`config.mk`:
```
export PLATFORM = sky130hd
export DESIGN_NAME = seq_receive_window_tracker
export DESIGN_NICKNAME = d
export VERILOG_FILES = /design/src/hw/rtl/srwt_pkg.sv /design/src/hw/rtl/srwt_mod_unit.sv /design/src/hw/rtl/srwt_map_mem.sv /design/src/hw/rtl/seq_receive_window_tracker.sv
export SDC_FILE = /design/constraint.sdc
export NUM_CORES = 1
export LEC_CHECK = 0
export BUFFER_PORTS_ARGS = -buffer_cell sky130_fd_sc_hd__buf_2
export CORE_ASPECT_RATIO = 2
export CORE_MARGIN = 5
export CORE_UTILIZATION = 25
export DETAILED_ROUTE_END_ITERATION = 8
export PLACE_DENSITY = 0.5
export SLEW_MARGIN = 40
export SYNTH_ARGS = -nofsm -noshare
export SYNTH_HDL_FRONTEND = slang
export SYNTH_SLANG_ARGS = --single-unit
```
`constraint.sdc`:
```
create_clock -name clk -period 6.3 [get_ports clk]
set_clock_uncertainty 0.15 [all_clocks]
set_input_delay 0 -clock clk [delete_from_list [all_inputs] [get_ports clk]]
set_output_delay 0 -clock clk [all_outputs]
set_load 0.03 [all_outputs]
```
`src/hw/rtl/srwt_pkg.sv`:
```
// Shared types and constants for the receive-window tracker.
// No dependencies; imported by every module of the block.
package srwt_pkg;

	localparam int unsigned DEF_MAX_WINDOW_BITS = 256;
	localparam int unsigned DEF_SEQ_SPACE_MAX   = 65535;

	// Window class codes
	localparam logic [1:0] CLS_IN_RANGE  = 2'd0;
	localparam logic [1:0] CLS_IN_WINDOW = 2'd1;
	localparam logic [1:0] CLS_OLD       = 2'd2;
	localparam logic [1:0] CLS_OUTSIDE   = 2'd3;

	// Command kinds
	localparam logic KIND_ARRIVAL = 1'b0;
	localparam logic KIND_ADVANCE = 1'b1;

	typedef struct packed {
		logic        kind;
		logic [15:0] seq_number;
		logic [8:0]  advance_count;
	} cmd_t;

	typedef struct packed {
		logic [1:0]  window_class;
		logic        was_received;
		logic [8:0]  contiguous_count;
		logic [15:0] window_start;
	} result_t;

	// Bitmap store request: one write and one registered read per cycle
	typedef struct packed {
		logic       clear;
		logic       wr_en;
		logic [7:0] wr_addr;
		logic [7:0] wr_data;
		logic [7:0] rd_addr;
		logic       rd_ok;
	} map_req_t;

endpackage

```
`src/hw/rtl/srwt_mod_unit.sv`:
```
// Shared add/subtract unit modulo SEQ_SPACE_MAX; y lies in 0..SEQ_SPACE_MAX-1.
// Depends on srwt_pkg for defaults.
module srwt_mod_unit
	import srwt_pkg::*;
#(
	parameter int unsigned SEQ_SPACE_MAX = DEF_SEQ_SPACE_MAX
) (
	input  logic [15:0] a,
	input  logic [15:0] b,
	input  logic        sub,
	output logic [15:0] y
);

	localparam logic [17:0] M18 = 18'(SEQ_SPACE_MAX);

	logic [17:0] sum;

	// Operands keep the sum below twice the modulus, so one correction is enough
	always_comb begin
		if (sub) begin
			sum = {2'b00, a} + (M18 - {2'b00, b});
		end else begin
			sum = {2'b00, a} + {2'b00, b};
		end
		if (sum >= M18) begin
			y = 16'(sum - M18);
		end else begin
			y = sum[15:0];
		end
	end

endmodule

```
`src/hw/rtl/srwt_map_mem.sv`:
```
// Receive bitmap store: byte-wide array with per-entry valid bits, registered read.
// Depends on srwt_pkg for the request struct.
module srwt_map_mem
	import srwt_pkg::*;
#(
	parameter int unsigned DEPTH = DEF_MAX_WINDOW_BITS / 8
) (
	input  logic     clk,
	input  logic     arst_n,
	input  map_req_t req,
	output logic [7:0] rdata
);

	localparam int unsigned AW = (DEPTH > 1) ? $clog2(DEPTH) : 1;

	logic [7:0]       mem_q [DEPTH];
	logic [DEPTH-1:0] valid_q;
	logic [7:0]       rdata_q;
	logic             rd_ok_q;

	always_ff @(posedge clk or negedge arst_n) begin
		if (!arst_n) begin
			valid_q <= '0;
		end else if (req.clear) begin
			valid_q <= '0;
		end else if (req.wr_en) begin
			valid_q[req.wr_addr[AW-1:0]] <= 1'b1;
		end
	end

	always_ff @(posedge clk) begin
		if (req.wr_en) begin
			mem_q[req.wr_addr[AW-1:0]] <= req.wr_data;
		end
	end

	always_ff @(posedge clk or negedge arst_n) begin
		if (!arst_n) begin
			rd_ok_q <= 1'b0;
		end else begin
			rd_ok_q <= req.rd_ok && valid_q[req.rd_addr[AW-1:0]];
		end
	end

	always_ff @(posedge clk) begin
		rdata_q <= mem_q[req.rd_addr[AW-1:0]];
	end

	// Entries never written, or past the window, read as zero
	assign rdata = rd_ok_q ? rdata_q : 8'h00;

endmodule

```
`src/hw/rtl/seq_receive_window_tracker.sv`:
```
// Receive-window tracker for a selective-repeat receiver.
// Command in (cmd/start/busy), one result beat out (result/done), window size register.
// A command beat is taken at a clock edge with start high and busy low. busy
// stays high while the sequencer works on it; the result beat then shows on
// result for exactly one cycle with done high. The receiver cannot stall, so
// no result is ever held, and a new command may start in the cycle done is up.
// Steps per command: an arrival computes its offset and the range-end offset,
// classifies, sets its bit and scans on through each further full bitmap byte
// the contiguous run extends into; a first frame goes straight to setting its
// bit. Old and out-of-window numbers finish at classification; invalid numbers
// and an advance before start finish at once. An advance reduces its count,
// steps the window start and rewrites each bitmap byte (window_bits/8) shifted,
// or clears the map when it slides past the whole window. done comes in the
// first idle cycle. The shared modular unit and the single read port of the
// bitmap store set this sequence of steps.
// cfg_we writes window_bits (clamped to 8..MAX_WINDOW_BITS, rounded down to a
// multiple of eight) and restarts the tracker; write it only while idle.
// Reset: window 256 (clamped), not started, bitmap cleared through valid bits.
module seq_receive_window_tracker
	import srwt_pkg::*;
#(
	parameter int unsigned MAX_WINDOW_BITS = DEF_MAX_WINDOW_BITS,
	parameter int unsigned SEQ_SPACE_MAX   = DEF_SEQ_SPACE_MAX
) (
	input  logic       clk,
	input  logic       arst_n,
	input  cmd_t       cmd,
	input  logic       start,
	output logic       busy,
	output result_t    result,
	output logic       done,
	input  logic       cfg_we,
	input  logic [8:0] cfg_wdata
);

	localparam int unsigned WIN_CAP   = (MAX_WINDOW_BITS > 511) ? 511 : MAX_WINDOW_BITS;
	localparam int unsigned MAP_DEPTH = WIN_CAP / 8;
	localparam logic [8:0]  WIN_CAP_L = 9'(WIN_CAP);
	localparam logic [15:0] SEQ_MAX   = 16'(SEQ_SPACE_MAX);
	localparam logic [15:0] SEQ_HALF  = 16'(SEQ_SPACE_MAX / 2);

	function automatic logic [8:0] clamp_win(input logic [8:0] v);
		logic [8:0] w;
		w = v;
		if (w < 9'd8) w = 9'd8;
		if (w > WIN_CAP_L) w = WIN_CAP_L;
		return w & 9'h1f8;
	endfunction

	function automatic logic [3:0] ones_run(input logic [7:0] v);
		logic [3:0] n;
		logic       stop;
		n = 4'd0;
		stop = 1'b0;
		for (int i = 0; i < 8; i++) begin
			if (!stop && v[i]) n = n + 4'd1;
			else stop = 1'b1;
		end
		return n;
	endfunction

	localparam logic [8:0] WIN_RESET = clamp_win(9'd256);

	typedef enum logic [12:0] {
		S_IDLE  = 13'b0000000000001,
		S_OFF   = 13'b0000000000010,
		S_END   = 13'b0000000000100,
		S_CLASS = 13'b0000000001000,
		S_SET   = 13'b0000000010000,
		S_SCAN0 = 13'b0000000100000,
		S_SCAN  = 13'b0000001000000,
		S_RED1  = 13'b0000010000000,
		S_RED2  = 13'b0000100000000,
		S_STEP  = 13'b0001000000000,
		S_SH0   = 13'b0010000000000,
		S_SH    = 13'b0100000000000,
		S_SPARE = 13'b1000000000000
	} state_t;

	state_t      state_q, state_d;
	cmd_t        item_q;
	logic [8:0]  window_q;
	logic [15:0] start_q, start_d;
	logic [15:0] rend_q, rend_d;
	logic [15:0] off_q, off_d;
	logic [15:0] eoff_q, eoff_d;
	logic [15:0] acc_q, acc_d;
	logic [8:0]  run_q, run_d;
	logic [1:0]  cls_q, cls_d;
	logic        rcv_q, rcv_d;
	logic [5:0]  cur_q, cur_d;
	logic [7:0]  raddr_q, raddr_d;
	logic [5:0]  wcnt_q, wcnt_d;
	logic [7:0]  lo_q, lo_d;
	logic        running_q, running_d;
	logic        done_q;
	result_t     res_q;
	logic        fin;

	logic [15:0] ua, ub, uy;
	logic        usub;
	logic [15:0] new_start;
	logic [5:0]  nbytes;
	logic [7:0]  rd_idx;
	logic [7:0]  rdata;
	map_req_t    req;
	logic [7:0]  byte_v;
	logic [3:0]  tcnt;
	logic [2:0]  shift_r;

	assign nbytes  = window_q[8:3];
	assign shift_r = item_q.advance_count[2:0];

	srwt_mod_unit #(.SEQ_SPACE_MAX(SEQ_SPACE_MAX)) u_mod (
		.a   (ua),
		.b   (ub),
		.sub (usub),
		.y   (uy)
	);

	srwt_map_mem #(.DEPTH(MAP_DEPTH)) u_map (
		.clk    (clk),
		.arst_n (arst_n),
		.req    (req),
		.rdata  (rdata)
	);

	// Operand select for the shared modular unit
	always_comb begin
		ua = 16'd0;
		ub = 16'd0;
		usub = 1'b0;
		unique case (state_q)
			S_OFF: begin
				ua = item_q.seq_number;
				ub = start_q;
				usub = 1'b1;
			end
			S_END: begin
				ua = rend_q;
				ub = start_q;
				usub = 1'b1;
			end
			S_RED1: begin
				ua = {7'd0, item_q.advance_count};
			end
			S_RED2: begin
				ua = acc_q;
			end
			S_STEP: begin
				ua = start_q;
				ub = acc_q;
			end
			default: begin
			end
		endcase
	end

	assign new_start = (uy == 16'd0) ? SEQ_MAX : uy;

	always_comb begin
		state_d   = state_q;
		start_d   = start_q;
		rend_d    = rend_q;
		off_d     = off_q;
		eoff_d    = eoff_q;
		acc_d     = acc_q;
		run_d     = run_q;
		cls_d     = cls_q;
		rcv_d     = rcv_q;
		cur_d     = cur_q;
		raddr_d   = raddr_q;
		wcnt_d    = wcnt_q;
		lo_d      = lo_q;
		running_d = running_q;
		fin       = 1'b0;
		rd_idx    = 8'd0;
		byte_v    = 8'h00;
		tcnt      = 4'd0;
		req       = '0;

		unique case (state_q)
			S_IDLE: begin
				if (start) state_d = S_OFF;
			end
			S_OFF: begin
				cls_d = CLS_IN_RANGE;
				rcv_d = 1'b0;
				if (item_q.kind == KIND_ARRIVAL) begin
					if (item_q.seq_number == 16'd0 || item_q.seq_number > SEQ_MAX) begin
						cls_d = CLS_OUTSIDE;
						fin = 1'b1;
					end else if (start_q == 16'd0) begin
						// First frame opens the window at position zero
						start_d = item_q.seq_number;
						rend_d  = item_q.seq_number;
						off_d   = 16'd0;
						cls_d   = CLS_IN_WINDOW;
						rd_idx  = 8'd0;
						state_d = S_SET;
					end else begin
						off_d   = uy;
						state_d = S_END;
					end
				end else if (start_q == 16'd0) begin
					fin = 1'b1;
				end else begin
					state_d = S_END;
				end
			end
			S_END: begin
				eoff_d = uy;
				state_d = (item_q.kind == KIND_ARRIVAL) ? S_CLASS : S_RED1;
			end
			S_CLASS: begin
				if (off_q > SEQ_HALF) begin
					cls_d = CLS_OLD;
					rcv_d = 1'b1;
					fin = 1'b1;
				end else if (off_q >= {7'd0, window_q}) begin
					cls_d = CLS_OUTSIDE;
					fin = 1'b1;
				end else begin
					rd_idx = 8'(off_q[8:3]);
					if (off_q <= eoff_q) begin
						cls_d = CLS_IN_RANGE;
					end else begin
						cls_d  = CLS_IN_WINDOW;
						rend_d = item_q.seq_number;
					end
					state_d = S_SET;
				end
			end
			S_SET: begin
				rcv_d = (cls_q == CLS_IN_RANGE) && rdata[off_q[2:0]];
				req.wr_en   = 1'b1;
				req.wr_addr = 8'(off_q[8:3]);
				req.wr_data = rdata | (8'd1 << off_q[2:0]);
				state_d = S_SCAN0;
			end
			S_SCAN0: begin
				// Resume the run where it stood; bits were only added
				rd_idx  = 8'(run_q[8:3]);
				cur_d   = run_q[8:3];
				state_d = S_SCAN;
			end
			S_SCAN: begin
				rd_idx = 8'(cur_q) + 8'd1;
				byte_v = rdata | ((8'd1 << run_q[2:0]) - 8'd1);
				tcnt = ones_run(byte_v);
				if (tcnt == 4'd8 && ({1'b0, cur_q} + 7'd1) < {1'b0, nbytes}) begin
					cur_d = cur_q + 6'd1;
					run_d = {cur_q + 6'd1, 3'b000};
				end else begin
					run_d = {cur_q, 3'b000} + 9'(tcnt);
					fin = 1'b1;
				end
			end
			S_RED1: begin
				acc_d = uy;
				state_d = S_RED2;
			end
			S_RED2: begin
				acc_d = uy;
				state_d = S_STEP;
			end
			S_STEP: begin
				start_d = new_start;
				if ({7'd0, item_q.advance_count} > eoff_q) rend_d = new_start;
				if (item_q.advance_count >= window_q) begin
					// Slide past the whole window: drop every mark
					req.clear = 1'b1;
					run_d = 9'd0;
					fin = 1'b1;
				end else begin
					rd_idx  = 8'(item_q.advance_count[8:3]);
					raddr_d = 8'(item_q.advance_count[8:3]) + 8'd1;
					state_d = S_SH0;
				end
			end
			S_SH0: begin
				lo_d      = rdata;
				rd_idx    = raddr_q;
				raddr_d   = raddr_q + 8'd1;
				wcnt_d    = 6'd0;
				run_d     = 9'd0;
				running_d = 1'b1;
				state_d   = S_SH;
			end
			S_SH: begin
				byte_v = 8'({rdata, lo_q} >> shift_r);
				tcnt = ones_run(byte_v);
				req.wr_en   = 1'b1;
				req.wr_addr = 8'(wcnt_q);
				req.wr_data = byte_v;
				lo_d    = rdata;
				rd_idx  = raddr_q;
				raddr_d = raddr_q + 8'd1;
				if (running_q) begin
					run_d = run_q + 9'(tcnt);
					running_d = (tcnt == 4'd8);
				end
				if (wcnt_q == nbytes - 6'd1) begin
					fin = 1'b1;
				end else begin
					wcnt_d = wcnt_q + 6'd1;
				end
			end
			default: begin
				state_d = S_IDLE;
			end
		endcase

		if (fin) state_d = S_IDLE;

		if (cfg_we) begin
			start_d = 16'd0;
			rend_d  = 16'd0;
			run_d   = 9'd0;
			req.clear = 1'b1;
		end

		req.rd_addr = rd_idx;
		req.rd_ok   = rd_idx < {2'b00, nbytes};
	end

	always_ff @(posedge clk or negedge arst_n) begin
		if (!arst_n) begin
			state_q  <= S_IDLE;
			done_q   <= 1'b0;
			window_q <= WIN_RESET;
			start_q  <= 16'd0;
			rend_q   <= 16'd0;
			run_q    <= 9'd0;
		end else begin
			state_q <= state_d;
			done_q  <= fin;
			start_q <= start_d;
			rend_q  <= rend_d;
			run_q   <= run_d;
			if (cfg_we) window_q <= clamp_win(cfg_wdata);
		end
	end

	always_ff @(posedge clk) begin
		if (start && state_q == S_IDLE) item_q <= cmd;
		off_q     <= off_d;
		eoff_q    <= eoff_d;
		acc_q     <= acc_d;
		cls_q     <= cls_d;
		rcv_q     <= rcv_d;
		cur_q     <= cur_d;
		raddr_q   <= raddr_d;
		wcnt_q    <= wcnt_d;
		lo_q      <= lo_d;
		running_q <= running_d;
		if (fin) begin
			res_q.window_class     <= cls_d;
			res_q.was_received     <= rcv_d;
			res_q.contiguous_count <= run_d;
			res_q.window_start     <= start_d;
		end
	end

	assign busy   = (state_q != S_IDLE);
	assign done   = done_q;
	assign result = res_q;

	a_done_after_work: assert property (@(posedge clk) disable iff (!arst_n)
		done |-> $past(busy))
		else $error("result beat without a preceding busy cycle");

	a_run_in_window: assert property (@(posedge clk) disable iff (!arst_n)
		run_q <= window_q)
		else $error("contiguous run exceeds window size");

	a_window_legal: assert property (@(posedge clk) disable iff (!arst_n)
		window_q[2:0] == 3'd0 && window_q >= 9'd8)
		else $error("window size not clamped");

	a_range_needs_start: assert property (@(posedge clk) disable iff (!arst_n)
		start_q == 16'd0 |-> rend_q == 16'd0)
		else $error("range end set before the window started");

	a_old_is_received: assert property (@(posedge clk) disable iff (!arst_n)
		done && result.window_class == CLS_OLD |-> result.was_received)
		else $error("old frame not reported as received");

endmodule

```
# Word level (Yosys, flattened, before mapping)
# Memory sizes are Yosys's and may differ from the RTL's. A register that Yosys moved wholly into a read port is not among the register bits.
# Index checks and enable logic that the tools add are counted.
[word_totals]
output_inout_bits = 30
regBits = 228
latchBits = 0
word_cells = 306
inputBits = 39
mem_count = 1
romBits = 0
ram_bits = 256
[memory_table]
columns = ["memory", "words", "width", "read_ports", "rd_ports_with_merged_regs", "write_ports", "line", "text"]
rows = [
  ["u_map.mem_q", 32, 8, 1, 1, 1, "srwt_map_mem.sv:16", "logic [7:0] mem_q [DEPTH];"],
]
[op_classes]
n_mul = 0
bitwise_logic = 5
eq_ne = 33
order_cmp = 15
shift = 3
div_mod_pow = 0
reduce_logical = 53
add_sub_neg = 28
mux = 143
[op_table]
columns = ["operator", "n"]
rows = [
  ["$mux 16", 14],
  ["$pmux 13 s11", 1],
  ["$mux 4", 30],
  ["$mux 13", 8],
  ["$pmux 16 s5", 1],
  ["$mux 32", 2],
  ["$pmux 16 s2", 2],
  ["$mux 9", 7],
  ["$add 4x1->4 const B", 14],
  ["$mux 1", 50],
  ["$logic_not 16->1", 3],
  ["$pmux 16 s3", 1],
  ["$pmux 8 s5", 1],
  ["$pmux 9 s4", 1],
  ["$pmux 17 s2", 1],
  ["$ne 3x3->1 const B", 11],
  ["$or 32x32->32", 1],
  ["$mux 6", 5],
  ["$mux 8", 3],
  ["$pmux 6 s2", 2],
  ["$add 6x1->7 const B", 3],
  ["$logic_and 1x1->1", 19],
  ["$add 16x18->18", 1],
  ["$add 9x4->9", 2],
  ["other kinds (64)", 97],
]

# Depth between registers and ports, before layout
[logic_depth]
depth_word = 39
depth_mapped = 30
ltp_nobuf = 29

# Modules after synthesis
# Synthesis repeated with hierarchy kept, for this count alone.
[hier_totals]
hier_cells = 2062
area_unflattened_um2 = 25892.3
[by_module_without_submodules]
columns = ["module", "seq_area_each_um2", "area_each_um2", "n_inst", "cells_per_inst"]
rows = [
  ["seq_receive_window_tracker", 5497.8, 12027.8, 1, 1167],
  ["srwt_map_mem", 8673.3, 11459.7, 1, 547],
  ["srwt_mod_unit", 0.0, 2404.8, 1, 348],
]

# Least setup slack after synthesis
# OpenSTA, ideal clock, no wires.
[synth_path]
kind = "register to register"
start = "register state_q[10]"
end = "register res_q, in the netlist result[10] (data pin)"
setup_slack_ns = -0.317
path_buffers = 6
t_arrival_ns = 6.299
t_required_ns = 5.982
setup_ns = 0.168
period_less_slack_ns = 6.617
path_stages_with_launch = 26
cell_sequence = "dfrtp_1 > clkbuf_1 > or3_4 > nor3_1 > and3_1 > clkbuf_1 > buf_1 > a22oi_1 > nand3_1 > ha_1 > clkbuf_1 > nor4_1 > nand2_1 > a2111oi_0 > nor3_1 > mux2i_1 > xnor2_1 > nor4b_4 > a31oi_4 > buf_6 > mux2i_1 > nand4_1 > nor4b_4 > nand2_2 > buf_6 > a211oi_2"
[synth_via]
elab_chain_cells = 12
elab_cells_between_ends = 20
cone_classes = "add/sub: 4; order compare: 1; eq/ne: 5; mux: 8; reduce/logical: 2"
[synth_rtl]
columns = ["item", "line", "text"]
rows = [
  ["start, declared", "seq_receive_window_tracker.sv:80", "state_t state_q, state_d;"],
  ["start signal, assigned", "seq_receive_window_tracker.sv:336", "state_q <= state_d;"],
  ["$eq 13x2->1 or $eq 13x3->1 (tied branches)", "seq_receive_window_tracker.sv:133, seq_receive_window_tracker.sv:182", ""],
  ["$reduce_or 2->1 (no source line)", "n/a", ""],
  ["$pmux 16 s2", "seq_receive_window_tracker.sv:133", "unique case (state_q)"],
  ["$sub 16x16->17", "srwt_mod_unit.sv:21", "sum = {2'b00, a} + (M18 - {2'b00, b});"],
  ["$add 16x18->18", "srwt_mod_unit.sv:21", ""],
  ["$mux 18", "srwt_mod_unit.sv:20", "if (sub) begin"],
  ["$sub 16x16->16 or $ge 18x16->1 (tied branches)", "srwt_mod_unit.sv:26, srwt_mod_unit.sv:25", ""],
  ["$mux 16", "srwt_mod_unit.sv:25", "if (sum >= M18) begin"],
  ["$logic_not 16->1", "seq_receive_window_tracker.sv:159", "assign new_start = (uy == 16'd0) ? SEQ_MAX : uy;"],
  ["$mux 16", "seq_receive_window_tracker.sv:159", ""],
  ["$pmux 16 s2 (*)", "seq_receive_window_tracker.sv:182", "unique case (state_q)"],
  ["$mux 16 (*)", "seq_receive_window_tracker.sv:316", "if (cfg_we) begin"],
  ["via start_d[10]", "seq_receive_window_tracker.sv:83", "logic [15:0] start_q, start_d;"],
  ["end, declared", "seq_receive_window_tracker.sv:97", "result_t res_q;"],
]
# The timed path passes the listed nets; every way through them passes the cells marked *.
# A chain may end at the register's enable or synchronous reset.

# Worst setup path in the final report
[layout_path]
start = "register state_q[10]"
end = "register res_q, in the netlist result[8] (data pin)"
[layout_via]
elab_chain_cells = 12
elab_cells_between_ends = 20
cone_classes = "add/sub: 4; order compare: 1; eq/ne: 5; mux: 8; reduce/logical: 2"
[layout_rtl]
columns = ["item", "line", "text"]
rows = [
  ["$eq 13x2->1 or $eq 13x3->1 (tied branches)", "seq_receive_window_tracker.sv:133", ""],
  ["$reduce_or 2->1 (no source line)", "n/a", ""],
  ["$pmux 16 s2", "seq_receive_window_tracker.sv:133", ""],
  ["$sub 16x16->17", "srwt_mod_unit.sv:21", ""],
  ["$add 16x18->18", "srwt_mod_unit.sv:21", ""],
  ["$mux 18 (*)", "srwt_mod_unit.sv:20", ""],
  ["$sub 16x16->16 or $ge 18x16->1 (tied branches)", "srwt_mod_unit.sv:26, srwt_mod_unit.sv:25", ""],
  ["$mux 16 (*)", "srwt_mod_unit.sv:25", ""],
  ["via u_mod.y[15]", "srwt_mod_unit.sv:11", "output logic [15:0] y"],
  ["$logic_not 16->1 (*)", "seq_receive_window_tracker.sv:159", ""],
  ["$mux 16 (*)", "seq_receive_window_tracker.sv:159", ""],
  ["$pmux 16 s2 (*)", "seq_receive_window_tracker.sv:182", ""],
  ["$mux 16 (*)", "seq_receive_window_tracker.sv:316", ""],
  ["via start_d[8]", "seq_receive_window_tracker.sv:83", ""],
]
# Marked as above.

==> parameters.txt <==
Parameter                              Value

Critical path
  Worst path most repeated cell    sky130_fd_sc_hd__buf_4
  Setup crit end kind    register
  Worst r2r dst    result[8]$_DFFE_PN_
  Worst path required time    6.63 ns
  Worst Path Arrival    6.36 ns
  Timing startpoint of the critical path    state_q[10]$_DFFE_PN0P_
  Last element of the critical path    result[8]$_DFFE_PN_
  Register-to-register setup slack    0.27 ns
  Slowest cell delay on critical path    0.39 ns
  Crit Path Max Fanout    9
  Critical path depth    27
  Crit path max-delay family    simple AND/OR/NAND/NOR gates
  Depth of the worst register-to-register path    27
  Crit start category    register
  Count of buffering cells on the critical path with inverters included    8
  Launch instance of the worst register-to-register path    state_q[10]$_DFFE_PN0P_
  Kind of critical path    register to register
  Worst path slowest cell    sky130_fd_sc_hd__or3_4

Yosys
  Post-synthesis instance area    0.0260 sq mm
  Number of enable flip-flop cells after synthesis    387
  Number of instances in the synthesized netlist    2,472
  Mean instance size in the synthesized netlist    10.5 sq um
  Yosys synthesis warning count    0
  Total nets after synthesis    about 2,600
  Post-synthesis sequential area ratio    roughly 55%
  Dominant register cell in the synthesized netlist    sky130_fd_sc_hd__edfxtp_1
  Post-synthesis sequential element count    491
  Count of cell types in the netlist    96
  Fraction of registers with async set or reset after synthesis    18.9%

GRT
  Via count of the first global-routing pass    22,000
  Sum of overflow across all layers after global routing    0
  Global Route Usage Sum    17.1%
  First-pass GRT wire length    142,000 um
  Largest net degree at the start of global routing    75
  Initial antenna violation count    1

Die
  Initial core utilization    between 20% and 30%
  Core footprint    0.103 sq mm
  Die X    238 um
  Number of placed I/O pins    69
  Total die area    0.111 sq mm
  Height of the chip    between 400 and 500 um
  Number of standard-cell rows in the floorplan    167

Drt
  Count of nets left with antenna violations after detail routing    0
  Detail-routed via count per cell    around 5.1
  WL per Instance    23.4 um
  Drt initial violations    1,217
  DRC errors left    0
  Routed vias    21,300
  1st-pass router iterations    5
  Detailed-route wire length    98,500 um

Timing
  Final hold vios    0
  Final setup vio count    0
  Total negative setup slack    0 ns
  Actual slew at the worst max-slew pin    0.857 ns
  Count of final max-slew check failures    0
  Post-route fraction of the period consumed by the critical path    95.7%
  Max-Slew Margin vs Limit    42.5%
  Highest clock rate    166 MHz
  Final critical path time including I/O delays and setup    ~6.0 ns

Clocking
  TritonCTS clock tree    done
  Clock tree root buffer cell    sky130_fd_sc_hd__clkbuf_16
  Clock transition time at the flip-flop clock pins of the worst setup and hold paths    0.07 ns
  Maximum clock insertion buffer count    3
  Total number of clock tree sinks    491
  Number of buffers created by CTS    48
  Clk_lat worst skew    0.62 ns
  H-tree depth reported by CTS    2

Run
  Count of maximum capacitance violations    0

Finish
  Share of final-layout standard cells stronger than drive strength 1    21.5%
  Final Net Count    2,965
  Most frequent cells in the layout    sky130_fd_sc_hd__nand2_1, sky130_fd_sc_hd__edfxtp_1, sky130_fd_sc_hd__buf_4
  Leading cell type in the layout, fill and taps excluded    sky130_fd_sc_hd__nand2_1
  Relative area change from synthesis to final layout    26.8%
  Post-Layout Cell Count    4,213
  End-of-flow core utilization    31.9%

Status
  Run status    complete, no violations

Place
  Number of placed instances with taps included    about 4,000
  Half-perimeter wire length after placement    74,600 um
  Count of buffers inserted at the top-level ports    65
  Gpl congestion    0.942

Power
  Leakage component of the power    13.0 nW
  Power density over the cells    326 mW/mm^2
  Worst voltage drop across the vdd grid    0.226 mV

Hold path
  Worst min-delay path class    input pin to register
stage by stage:
stage / instance area [sq um] / power (mW) / hold slack [ns] / setup WS [ns]
floorplan: 26000 / 5.68 / -0.446 / 0.00713
global placement: 29900 / 7.40 / -0.0693 / -0.0517
detailed placement: 30000 / 7.45 / -0.0636 / -0.0867
CTS: 32400 / 10.6 / 0.00899 / 0.00715
global route: 33000 / 11.2 / 0.0261 / -0.0464
finish: 33000 / 10.7 / 0.0511 / 0.271
synth_stat cells (51+ instances only):
| master | n | area, sq um |
|---|---|---|
| sky130_fd_sc_hd__a31oi_1 | 51 | 319 |
| sky130_fd_sc_hd__o21ai_0 | 68 | 340 |
| sky130_fd_sc_hd__inv_1 | 94 | 353 |
| sky130_fd_sc_hd__nor2_1 | 142 | 533 |
| sky130_fd_sc_hd__nand3_1 | 176 | 881 |
| sky130_fd_sc_hd__edfxtp_1 | 387 | 11600 |
| sky130_fd_sc_hd__clkbuf_1 | 108 | 405 |
| sky130_fd_sc_hd__nand2_1 | 432 | 1620 |
| sky130_fd_sc_hd__ha_1 | 102 | 1280 |
| sky130_fd_sc_hd__a21oi_1 | 87 | 435 |
| sky130_fd_sc_hd__and3_1 | 56 | 350 |
| sky130_fd_sc_hd__dfrtp_1 | 91 | 2280 |
where the power goes:
group	total, mW	switching (mW)	internal [mW]
Combinational	3.67	2.13	1.53
Sequential	3.96	0.213	3.75
Clock	3.12	1.34	1.78
Total	10.7	3.68	7.07
state kept, by name, summed over array words and instances, names as in the netlist, 8 cells and up:
name	count
off_q	16
result	28
run_q	9
state_q	12
item_q	26
u_map.rdata_q	8
start_q	16
eoff_q	16
rend_q	16
raddr_q	8
acc_q	16
u_map.valid_q	32
u_map.mem_q	256
lo_q	8
metal layers:
layer / wire, um / up-vias / share of wire (%) / GRT usage, %
met5: 0 / - / 0 / 0
met4: 8100 / 0 / 8.2 / 11.4
met3: 2780 / 269 / 2.8 / 1.64
met2: 55900 / 569 / 57 / 34.6
met1: 31800 / 10600 / 32 / 15.8
li1: - / 9822 / - / -
how the worst min path moves through the flow:
| stage | cells past startpoint | slack (ns) | from | endpoint |
|---|---|---|---|---|
| after floorplan | 0 | -0.45 | arst_n | done$_DFF_PN0_ |
| after global routing | 2 | 0.03 | cmd[0] | item_q[0]$_DFFE_PP_ |
| after global placement | 1 | -0.07 | arst_n | run_q[0]$_DFF_PN0_ |
| after detailed placement | 1 | -0.06 | arst_n | done$_DFF_PN0_ |
| after CTS | 2 | 0.009 | cmd[0] | item_q[0]$_DFFE_PP_ |
| final | 2 | 0.05 | cmd[0] | item_q[0]$_DFFE_PP_ |
kinds of logic (layout without fill, tap and decap cells):
logic type	after synthesis	in the layout	synth area share, %
simple gates	1035	1035	19.0
buf+inv	232	619	3.48
xor+xnor	74	74	2.58
flops	491	491	54.5
mux	35	35	1.73
fa+ha+maj	105	105	5.14
other cells	0	2	0
compound gates	500	500	13.5
area by class of cell:
cell class | instances | area, sq um
Clock inverter | 28 | 344
Inverter | 95 | 357
Timing Repair Buffer | 436 | 3510
Antenna cell | 2 | 5.00
Fill cell | 10700 | 70500
Sequential cell | 491 | 14200
Clock buffer | 60 | 1320
Tap cell | 1352 | 1690
Multi-Input combinational cell | 1749 | 11600
timing repair:
item,in CTS,in global routing
resized for setup,5,77
endpoints found under the hold margin,116,0
buffers inserted,1,16
hold buffers,66,0
gates cloned,0,1
pin swaps,1,32
setup endpoints to repair,18,90
Power figures use the tool's default switching activity.
